--- config.mk ---
export PLATFORM = sky130hd
export DESIGN_NAME = hid_boot_keyboard_press_detector
export DESIGN_NICKNAME = d
export VERILOG_FILES = /design/src/hw/rtl/hbkd_pkg.sv /design/src/hw/rtl/hbkd_front.sv /design/src/hw/rtl/hbkd_queue.sv /design/src/hw/rtl/hbkd_back.sv /design/src/hw/rtl/hid_boot_keyboard_press_detector.sv
export SDC_FILE = /design/constraint.sdc
export NUM_CORES = 1
export LEC_CHECK = 0
export BUFFER_PORTS_ARGS = -buffer_cell sky130_fd_sc_hd__buf_4
export CORE_ASPECT_RATIO = 1.25
export CORE_MARGIN = 4
export CORE_UTILIZATION = 50
export DETAILED_ROUTE_END_ITERATION = 16
export HOLD_SLACK_MARGIN = 0.02
export PLACE_DENSITY_LB_ADDON = 0.12
export REMOVE_ABC_BUFFERS = 1
export SYNTH_ARGS = -nofsm -noshare
export SYNTH_HDL_FRONTEND = slang
export SYNTH_HIERARCHICAL = 1
export SYNTH_SLANG_ARGS = --single-unit
--- constraint.sdc ---
create_clock -name clk -period 5.5 [get_ports clk]
set_input_delay 0.55 -clock clk [delete_from_list [all_inputs] [get_ports clk]]
set_output_delay 0.55 -clock clk [all_outputs]
set_load 0.05 [all_outputs]
--- src/hw/rtl/hbkd_pkg.sv ---
// ----------------------------------------------------------------------------
// hbkd_pkg
// Shared constants and types of the keyboard press detector.
// ----------------------------------------------------------------------------
package hbkd_pkg;

    // Report geometry
    localparam int SLOT_FIELDS      = 6;
    localparam int SLOTS_PER_REPORT = 6;
    localparam int ACTIVE_SLOTS     = (SLOTS_PER_REPORT < SLOT_FIELDS) ?
                                      SLOTS_PER_REPORT : SLOT_FIELDS;
    localparam int CODE_W           = 8;
    localparam int SLOT_IDX_W       = $clog2(SLOT_FIELDS);

    // Queue between front and back
    localparam int QUEUE_DEPTH = 2;
    localparam int QPTR_W      = (QUEUE_DEPTH > 1) ? $clog2(QUEUE_DEPTH) : 1;
    localparam int QCNT_W      = $clog2(QUEUE_DEPTH + 1);

    typedef logic [CODE_W-1:0] code_t;
    typedef code_t [SLOT_FIELDS-1:0] slots_t;

    // One classified report: its codes and which of them are new presses
    typedef struct packed {
        slots_t                 code;
        logic [SLOT_FIELDS-1:0] emit;
    } hbkd_entry_t;

    // Front to queue
    typedef struct packed {
        logic        valid;
        hbkd_entry_t entry;
    } hbkd_push_t;

    // Queue head to back
    typedef struct packed {
        logic        empty;
        hbkd_entry_t entry;
    } hbkd_head_t;

endpackage

--- src/hw/rtl/hbkd_front.sv ---
// ----------------------------------------------------------------------------
// hbkd_front
// Takes a report, compares it with the previous one and marks new presses.
// ----------------------------------------------------------------------------
module hbkd_front (
    input  logic               clk,
    input  logic               rst_n,
    input  logic               accept,
    input  hbkd_pkg::slots_t   slots,
    output hbkd_pkg::hbkd_push_t push_out
);
    import hbkd_pkg::*;

    // The pressed map always equals the set of nonzero codes of the previous
    // report, so it is tracked through the stored slots.
    slots_t                 prior_reg;
    slots_t                 now;
    logic [SLOT_FIELDS-1:0] emit;

    // Mask unused slots, then classify each slot
    always_comb
    begin
        logic seen;
        for (int i = 0; i < SLOT_FIELDS; i++)
        begin
            now[i] = (i < ACTIVE_SLOTS) ? slots[i] : '0;
        end
        for (int i = 0; i < SLOT_FIELDS; i++)
        begin
            seen = 1'b0;
            for (int j = 0; j < SLOT_FIELDS; j++)
            begin
                // held in the previous report
                if (prior_reg[j] == now[i])
                    seen = 1'b1;
                // duplicate of an earlier slot of this report
                if ((j < i) && (now[j] == now[i]))
                    seen = 1'b1;
            end
            emit[i] = (now[i] != '0) && !seen;
        end
    end

    // Previous report
    always_ff @(posedge clk or negedge rst_n)
    begin
        if (!rst_n)
            prior_reg <= '0;
        else if (accept)
            prior_reg <= now;
    end

    // Only reports with at least one press enter the queue
    assign push_out.valid      = accept && (|emit);
    assign push_out.entry.code = now;
    assign push_out.entry.emit = emit;

endmodule

--- src/hw/rtl/hbkd_queue.sv ---
// ----------------------------------------------------------------------------
// hbkd_queue
// Short queue of classified reports between front and back.
// ----------------------------------------------------------------------------
module hbkd_queue (
    input  logic                 clk,
    input  logic                 rst_n,
    input  hbkd_pkg::hbkd_push_t push_in,
    input  logic                 deq,
    output logic                 full,
    output hbkd_pkg::hbkd_head_t head
);
    import hbkd_pkg::*;

    hbkd_entry_t             entry_reg [QUEUE_DEPTH];
    logic [QPTR_W-1:0]       wr_ptr_reg;
    logic [QPTR_W-1:0]       rd_ptr_reg;
    logic [QCNT_W-1:0]       count_reg;
    logic                    do_deq;

    function automatic logic [QPTR_W-1:0] ptr_inc(input logic [QPTR_W-1:0] p);
        ptr_inc = (p == QPTR_W'(QUEUE_DEPTH - 1)) ? '0 : p + 1'b1;
    endfunction

    assign full       = (count_reg == QCNT_W'(QUEUE_DEPTH));
    assign head.empty = (count_reg == '0);
    assign head.entry = entry_reg[rd_ptr_reg];
    assign do_deq     = deq && !head.empty;

    // Entry storage
    always_ff @(posedge clk)
    begin
        if (push_in.valid)
            entry_reg[wr_ptr_reg] <= push_in.entry;
    end

    // Pointers and fill count
    always_ff @(posedge clk or negedge rst_n)
    begin
        if (!rst_n)
        begin
            wr_ptr_reg <= '0;
            rd_ptr_reg <= '0;
            count_reg  <= '0;
        end
        else
        begin
            if (push_in.valid)
                wr_ptr_reg <= ptr_inc(wr_ptr_reg);
            if (do_deq)
                rd_ptr_reg <= ptr_inc(rd_ptr_reg);
            if (push_in.valid && !do_deq)
                count_reg <= count_reg + 1'b1;
            else if (do_deq && !push_in.valid)
                count_reg <= count_reg - 1'b1;
        end
    end

endmodule

--- src/hw/rtl/hbkd_back.sv ---
// ----------------------------------------------------------------------------
// hbkd_back
// Walks the head report's marked slots, one press item per cycle while popped.
// ----------------------------------------------------------------------------
module hbkd_back (
    input  logic                 clk,
    input  logic                 rst_n,
    input  hbkd_pkg::hbkd_head_t head,
    input  logic                 pop,
    output logic                 deq,
    output logic                 empty,
    output hbkd_pkg::code_t      pressed_code,
    output logic                 last_of_run
);
    import hbkd_pkg::*;

    logic [SLOT_FIELDS-1:0] sent_reg;
    logic [SLOT_FIELDS-1:0] remaining;
    logic [SLOT_FIELDS-1:0] sel;
    logic [SLOT_IDX_W-1:0]  idx;
    logic                   take;

    assign remaining = head.entry.emit & ~sent_reg;

    // Lowest remaining slot goes out first
    always_comb
    begin
        logic found;
        found = 1'b0;
        sel   = '0;
        idx   = '0;
        for (int i = 0; i < SLOT_FIELDS; i++)
        begin
            if (remaining[i] && !found)
            begin
                sel[i] = 1'b1;
                idx    = SLOT_IDX_W'(i);
                found  = 1'b1;
            end
        end
    end

    assign empty        = head.empty;
    assign pressed_code = head.entry.code[idx];
    assign last_of_run  = ((remaining & ~sel) == '0);
    assign take         = pop && !head.empty;
    assign deq          = take && last_of_run;

    // Slots already delivered from the head report
    always_ff @(posedge clk or negedge rst_n)
    begin
        if (!rst_n)
            sent_reg <= '0;
        else if (take)
            sent_reg <= last_of_run ? '0 : (sent_reg | sel);
    end

endmodule

--- src/hw/rtl/hid_boot_keyboard_press_detector.sv ---
// Flow: an accepted report with at least one new press is registered into the
//   report queue; its press items reach the result ports at the queue head.
// Throughput: one report per cycle while the two-entry report queue has room;
//   press items leave one per cycle while pop is high, up to six per report.
// Reset: rst_n clears the previous-report slots and empties the queue.
// ----------------------------------------------------------------------------
// hid_boot_keyboard_press_detector
// Emits the newly pressed key codes of boot-protocol keyboard reports.
// ----------------------------------------------------------------------------
module hid_boot_keyboard_press_detector (
    input  logic                  clk,
    input  logic                  rst_n,
    input  logic                  push,
    output logic                  full,
    input  hbkd_pkg::code_t       key_slot_0,
    input  hbkd_pkg::code_t       key_slot_1,
    input  hbkd_pkg::code_t       key_slot_2,
    input  hbkd_pkg::code_t       key_slot_3,
    input  hbkd_pkg::code_t       key_slot_4,
    input  hbkd_pkg::code_t       key_slot_5,
    output logic                  empty,
    input  logic                  pop,
    output hbkd_pkg::code_t       pressed_code,
    output logic                  last_of_run
);
    import hbkd_pkg::*;

    slots_t     slots;
    hbkd_push_t push_bus;
    hbkd_head_t head;
    logic       accept;
    logic       deq;

    assign slots  = {key_slot_5, key_slot_4, key_slot_3,
                     key_slot_2, key_slot_1, key_slot_0};
    assign accept = push && !full;

    // Classify incoming reports
    hbkd_front u_front (
        .clk      (clk),
        .rst_n    (rst_n),
        .accept   (accept),
        .slots    (slots),
        .push_out (push_bus)
    );

    // Decouple front and back
    hbkd_queue u_queue (
        .clk     (clk),
        .rst_n   (rst_n),
        .push_in (push_bus),
        .deq     (deq),
        .full    (full),
        .head    (head)
    );

    // Deliver press items
    hbkd_back u_back (
        .clk          (clk),
        .rst_n        (rst_n),
        .head         (head),
        .pop          (pop),
        .deq          (deq),
        .empty        (empty),
        .pressed_code (pressed_code),
        .last_of_run  (last_of_run)
    );

endmodule

==> out/results.ini, run 1 <==
[run_status]
outcome = completed

[synthesis]
synth_common_cells = sky130_fd_sc_hd__xnor2_1 (258), sky130_fd_sc_hd__xor2_1 (154), sky130_fd_sc_hd__edfxtp_1 (108)
ys_seq_elements = 166
ys_dominant_reg_cell = sky130_fd_sc_hd__edfxtp_1
post_synth_num_cell_types = 56
syn-cell-area_mm2 = 0.0127
synth_cells = 1115
async_reset_ff_frac = 0.349
yosys.area.top_type = sky130_fd_sc_hd__edfxtp_1
synth_compound_gate_area_share = 0.0278
number_of_enable_flip_flop_cells_after_synthesis = 108
yosys-top-cells-area = sky130_fd_sc_hd__edfxtp_1 (26%), sky130_fd_sc_hd__xnor2_1 (18%), sky130_fd_sc_hd__dfrtp_1 (11%), sky130_fd_sc_hd__xor2_1 (11%), sky130_fd_sc_hd__mux2_4 (5.8%)
synth.most_common_cell = sky130_fd_sc_hd__xnor2_1
syn-mean-instance-area_um2 = 11.4
synth.area.mux_share = 0.128
synth-simple-area-share = 0.0898
synth_fa_ha_area_frac = 0.000988
post_synth_xor_area_fraction = 0.286
synth.top_cell.area_share = 0.256
synth_seq_area_share = 0.371
main_combinational_cell_family_by_area_after_synthesis = XOR/XNOR gates
synth-warning-count = 6

[sta]
worstMarginPinSlew_ns = 1.20
report.final.setup_viol = 0
hold-worst-slack_ns = 0.198
final_max_slew_viol_count = 0
setup_total_neg_slack_ns = 0
fmax_mhz = 234
maxSlewHeadroom = 0.195
final_hold_viol_count = 0
final.setup_skew_ns = 0.0134
rsz0062_at_grt = no
period_share = 0.775
min_period_ns = 4.26

[layout]
layout.area.seq_mm2 = 0.00470
max_ffs_per_register = 108
multi_input_gate_area_mm2 = 0.00676
layout.filler_cells = 2191
post_route_cells_drive_above_1_share = 0.217
layout.nets = 1084
layout_area_growth_over_synthesis_pct = 2.34
n_antenna_cell = 0

[critical_path]
worst_setup_path_start_kind = flop
critPathArrivalTime_ns = 3.71
crit_type = flop to primary output
maximum_fanout_encountered_on_the_critical_timing_path = 29
r2r_start = u_front/prior_reg[39]
worstSetupEndpointType = primary output
worstPathRequired_ns = 4.95
startpoint = u_queue/rd_ptr_reg

[clocking]
worst_path_clk_slew_ns = 0.06
cts-root-buf = sky130_fd_sc_hd__clkbuf_16
tritoncts = yes
postCtsResizedCells = 0
cts_made_buffers = 17
post_cts_hold_fix_bufs = 0
post-cts-setup-buffer-count = 0
cts_htree_levels = 4
clk_latency_ns = 0.44
clock_sinks = 166
max-clock-path-buffers = 2

[die]
core-area_mm2 = 0.0247
die-width_um = 150
initial_utilization = 0.512
fp-row-count = 64
die_height_um = 186
num_io_pins = 63
die_area_mm2 = 0.0280

[global_routing]
grt-ovfl-total = 0
pin_count_of_the_biggest_net_entering_global_routing = 59
number_of_global_route_vias_before_repair = 8181
antenna_found_initial = 0
grt_first_pass_wirelength_um = 54000
total_grt_usage = 0.266

[placement]
routabilityCongestion = 0.875
buffer_ports.inserted = 62
post-dp-hpwl_um = 22900

[routing]
wl_per_cell_um = 26.7
num_vias = 8238
drtAntennaViolNets = 0
detail_route.wirelength_um = 36700
remaining_drc_errors = 0
detail_route.vias_per_cell = 6.00
detail_route.iter0.violations = 695
drt-pass1-iter-count = 5

[job]
maxCapViolCount = 0

[power_and_ir_drop]
irDropWorstVdd_mv = 0.247
pwr_density_cell_mw_per_mm2 = 515
static_power_due_to_leakage_nw = 4.46

[hold_path]
hold_path_class = input port to asynchronous set/reset pin

[cell families after synthesis]
kind of cell | after synthesis
buffers and inverters | 173
multiplexers | 120
XOR/XNOR | 413
flip-flops | 166
AO/OA/AOI/OAI | 49
adder cells (fa/ha/maj) | 1
AND/OR/NAND/NOR | 193
[path summary, 6_finish.rpt]
kind	endpoint	slack [ns]	cells after the start
worst min register to register	u_back/sent_reg[3]	0.49	2
worst max-delay path	pressed_code[7]	1.24	6
min in group clk	u_back/sent_reg[3]	0.49	2
max in group asynchronous	u_queue/rd_ptr_reg	4.70	1
worst max register to register	u_queue/entry_reg[1][42]	1.62	8
worst min-delay path	u_front/prior_reg[18]	0.20	1
[metrics by stage]
step                total power, mW  cell area (µm²)  cells  setup WS [ns]  utilization
global placement               5.45            12400   1342           1.41        0.500
finish                         6.67            13000   1374           1.24        0.524
detailed placement             5.49            12400   1342           1.40        0.500
floorplan                      4.62            11500    945          0.686            -
CTS                            6.69            13000   1374           1.19        0.524
global route                   7.01            13000   1374           1.12        0.524
[metal layers]
layer | vias to the layer above | global-route usage | wire length [µm]
met5 | - | 0 | 0
met4 | 0 | 0.118 | 1470
met3 | 76 | 0.0434 | 2130
met2 | 314 | 0.443 | 17600
met1 | 4224 | 0.342 | 15500
li1 | 3624 | - | -
[cell usage in the layout (no fill, tap or decap), types with 27 or more instances in the layout]
cell / instances
sky130_fd_sc_hd__xnor2_1: 258
sky130_fd_sc_hd__xor2_1: 154
sky130_fd_sc_hd__edfxtp_1: 108
sky130_fd_sc_hd__buf_4: 67
sky130_fd_sc_hd__nand4_1: 65
sky130_fd_sc_hd__mux2_2: 63
sky130_fd_sc_hd__dfrtp_1: 57
sky130_fd_sc_hd__nor4_1: 53
sky130_fd_sc_hd__mux2_4: 49
sky130_fd_sc_hd__nor2_1: 27
[power by group]
part	total (mW)	switching [mW]	internal [mW]
registers	2.41	0.681	1.73
logic	3.07	1.55	1.52
clock network	1.19	0.504	0.689
total	6.67	2.74	3.93
[area by class of cell]
class / count / share of cell area
clock buffer: 23 / 0.0353
clock inverter: 9 / 0.00946
inverter: 3 / 0.000869
multi-input combinational: 776 / 0.521
sequential: 166 / 0.362
tap: 330 / 0.0319
timing repair buffer: 67 / 0.0388
[critical path: stages, from the launching register on]
cell,delay [ns]
sky130_fd_sc_hd__dfrtp_4,0.77
sky130_fd_sc_hd__buf_4,0.56
sky130_fd_sc_hd__mux2_4,0.36
sky130_fd_sc_hd__nor2b_1,0.14
sky130_fd_sc_hd__o21ai_1,0.79
sky130_fd_sc_hd__mux2_2,0.42
sky130_fd_sc_hd__buf_4,0.19
(Power assumes the default switching activity.)
==> inputs of run 2 (changes only) <==
==> constraint.sdc (replaced) <==
create_clock -name clk -period 4.4 [get_ports clk]
set_input_delay 0.44 -clock clk [delete_from_list [all_inputs] [get_ports clk]]
set_output_delay 0.44 -clock clk [all_outputs]
set_load 0.05 [all_outputs]
==> run 2 against run 1 <==
Against the previous run: sequential cell count did not move; worst hold slack lost 0.10 ns; power is 26% higher; clock skew fell by 0.0030 ns; first-iteration DRC count fell by 11%; clock power up 29%; critical path depth unchanged; register-to-register slack worse by 0.64 ns; via count shrank 1.7%; largest power group unchanged; count of clock-buffer cells in the layout is 6 lower; global-route usage decreased by 0.94 points; non-clock buffer count fell by 1.
==> out/results.ini, run 2 (synthesized netlist as in run 1, its figures left out) <==
[run_status]
outcome = completed

[die]
num_io_pins = 63
die_height_um = 186
initial_utilization = 0.512
core-area_mm2 = 0.0247
die-width_um = 150
die_area_mm2 = 0.0280
fp-row-count = 64

[critical_path]
worstPathRequired_ns = 3.96
worstSetupEndpointType = primary output
crit_type = flop to primary output
worst_setup_path_start_kind = flop
critPathArrivalTime_ns = 3.34
maximum_fanout_encountered_on_the_critical_timing_path = 12

[layout]
max_ffs_per_register = 108
multi_input_gate_area_mm2 = 0.00676
post_route_cells_drive_above_1_share = 0.221
layout.nets = 1083
design_area_mm2 = 0.0130
n_antenna_cell = 0
finalNonFillerCells = 1373
mostFrequentLayoutCell = sky130_fd_sc_hd__xnor2_1
layout.area.seq_mm2 = 0.00470
layout_area_growth_over_synthesis_pct = 2.69
layout.filler_cells = 2160
commonest_cells_after_routing_fill_and_taps_aside = sky130_fd_sc_hd__xnor2_1 (258), sky130_fd_sc_hd__xor2_1 (154), sky130_fd_sc_hd__edfxtp_1 (108)

[placement]
post-dp-hpwl_um = 22100
placed_cells_incl_taps = 1341
placed_cell_area_mm2 = 0.0124
routabilityCongestion = 0.869
buffer_ports.inserted = 62

[routing]
wl_per_cell_um = 25.6
remaining_drc_errors = 0
detail_route.vias_per_cell = 5.90
drt-pass1-iter-count = 5
detail_route.iter0.violations = 620
num_vias = 8100
detail_route.wirelength_um = 35200
drtAntennaViolNets = 0

[hold_path]
hold_path_class = input port to asynchronous set/reset pin

[clocking]
cts_made_buffers = 17
postCtsResizedCells = 0
tritoncts = yes
post-cts-setup-buffer-count = 0
worst_path_clk_slew_ns = 0.07
clock_sinks = 166
cts-root-buf = sky130_fd_sc_hd__clkbuf_16
post_cts_hold_fix_bufs = 0
max-clock-path-buffers = 2
cts_htree_levels = 4
clk_latency_ns = 0.44

[global_routing]
pin_count_of_the_biggest_net_entering_global_routing = 59
number_of_global_route_vias_before_repair = 8095
antenna_found_initial = 0
total_grt_usage = 0.257
grt-ovfl-total = 0
grt_first_pass_wirelength_um = 52500

[power_and_ir_drop]
irDropWorstVdd_mv = 0.298
static_power_due_to_leakage_nw = 4.47
pwr_density_cell_mw_per_mm2 = 644
total_power_mw = 8.37

[sta]
final_hold_viol_count = 0
rsz0062_at_grt = no
maxSlewHeadroom = 0.196
final_max_slew_viol_count = 0
final.setup_skew_ns = 0.0103
worstMarginPinSlew_ns = 1.20
min_period_ns = 3.78
hold-worst-slack_ns = 0.0982
fmax_mhz = 264
period_share = 0.860
report.final.setup_viol = 0

[job]
maxCapViolCount = 0

run 2: cell count changes in the layout (fill, tap and decap cells not counted), sizes merged:
cell and delta:
inv +7, clkinvlp +2, clkinv -3, buf -1, clkbuf -6
run 2: critical path, cell delays in order (launching register included):
cell and delay [ns]:
sky130_fd_sc_hd__dfrtp_4 0.56, sky130_fd_sc_hd__mux2_4 0.34, sky130_fd_sc_hd__and2b_2 0.23, sky130_fd_sc_hd__a211oi_4 0.64, sky130_fd_sc_hd__mux4_1 0.64, sky130_fd_sc_hd__mux2_2 0.29
sky130_fd_sc_hd__buf_4 0.19
run 2: worst paths after layout:
path | slack [ns] | end | from | cells past startpoint
worst max-delay path | 0.62 | pressed_code[7] | u_queue/rd_ptr_reg | 6
worst max register to register | 0.98 | u_queue/entry_reg[0][47] | u_front/prior_reg[39] | 8
worst min-delay path | 0.1 | u_front/prior_reg[21] | rst_n | 1
min in group clk | 0.42 | u_back/sent_reg[1] | pop | 4
worst min register to register | 0.50 | u_back/sent_reg[3] | u_back/sent_reg[3] | 2
max in group asynchronous | 3.71 | u_queue/rd_ptr_reg | rst_n | 1
run 2: final cells by class:
| type | instances | area share |
|---|---|---|
| Clock inverter | 15 | 0.0139 |
| Inverter | 3 | 0.000866 |
| Sequential cell | 166 | 0.361 |
| Multi-Input combinational cell | 776 | 0.519 |
| Tap cell | 330 | 0.0317 |
| Clock buffer | 17 | 0.0327 |
| Timing Repair Buffer | 66 | 0.0400 |
run 2: report_power, final:
part | internal, mW | switching [mW]
logic | 1.91 | 1.96
registers | 2.16 | 0.797
clock network | 0.861 | 0.683
run 2: through the flow:
step | TNS (ns) | worst slack [ns] | util
6_report | 0 | 0.617 | 0.526
5_1_grt | 0 | 0.469 | 0.526
4_1_cts | 0 | 0.550 | 0.526
3_5_place_dp | 0 | 0.823 | 0.501
3_3_place_gp | 0 | 0.852 | 0.501
2_1_floorplan | -23.23 | -0.414 | -
run 2: per-layer routing:
layer	share of wire	routed length, µm	vias up	GRT usage
met5	0	0	-	0
met4	0.028	976	0	0.0842
met3	0.057	1990	58	0.0382
met2	0.48	17000	330	0.428
met1	0.43	15200	4086	0.344
li1	-	-	3626	-
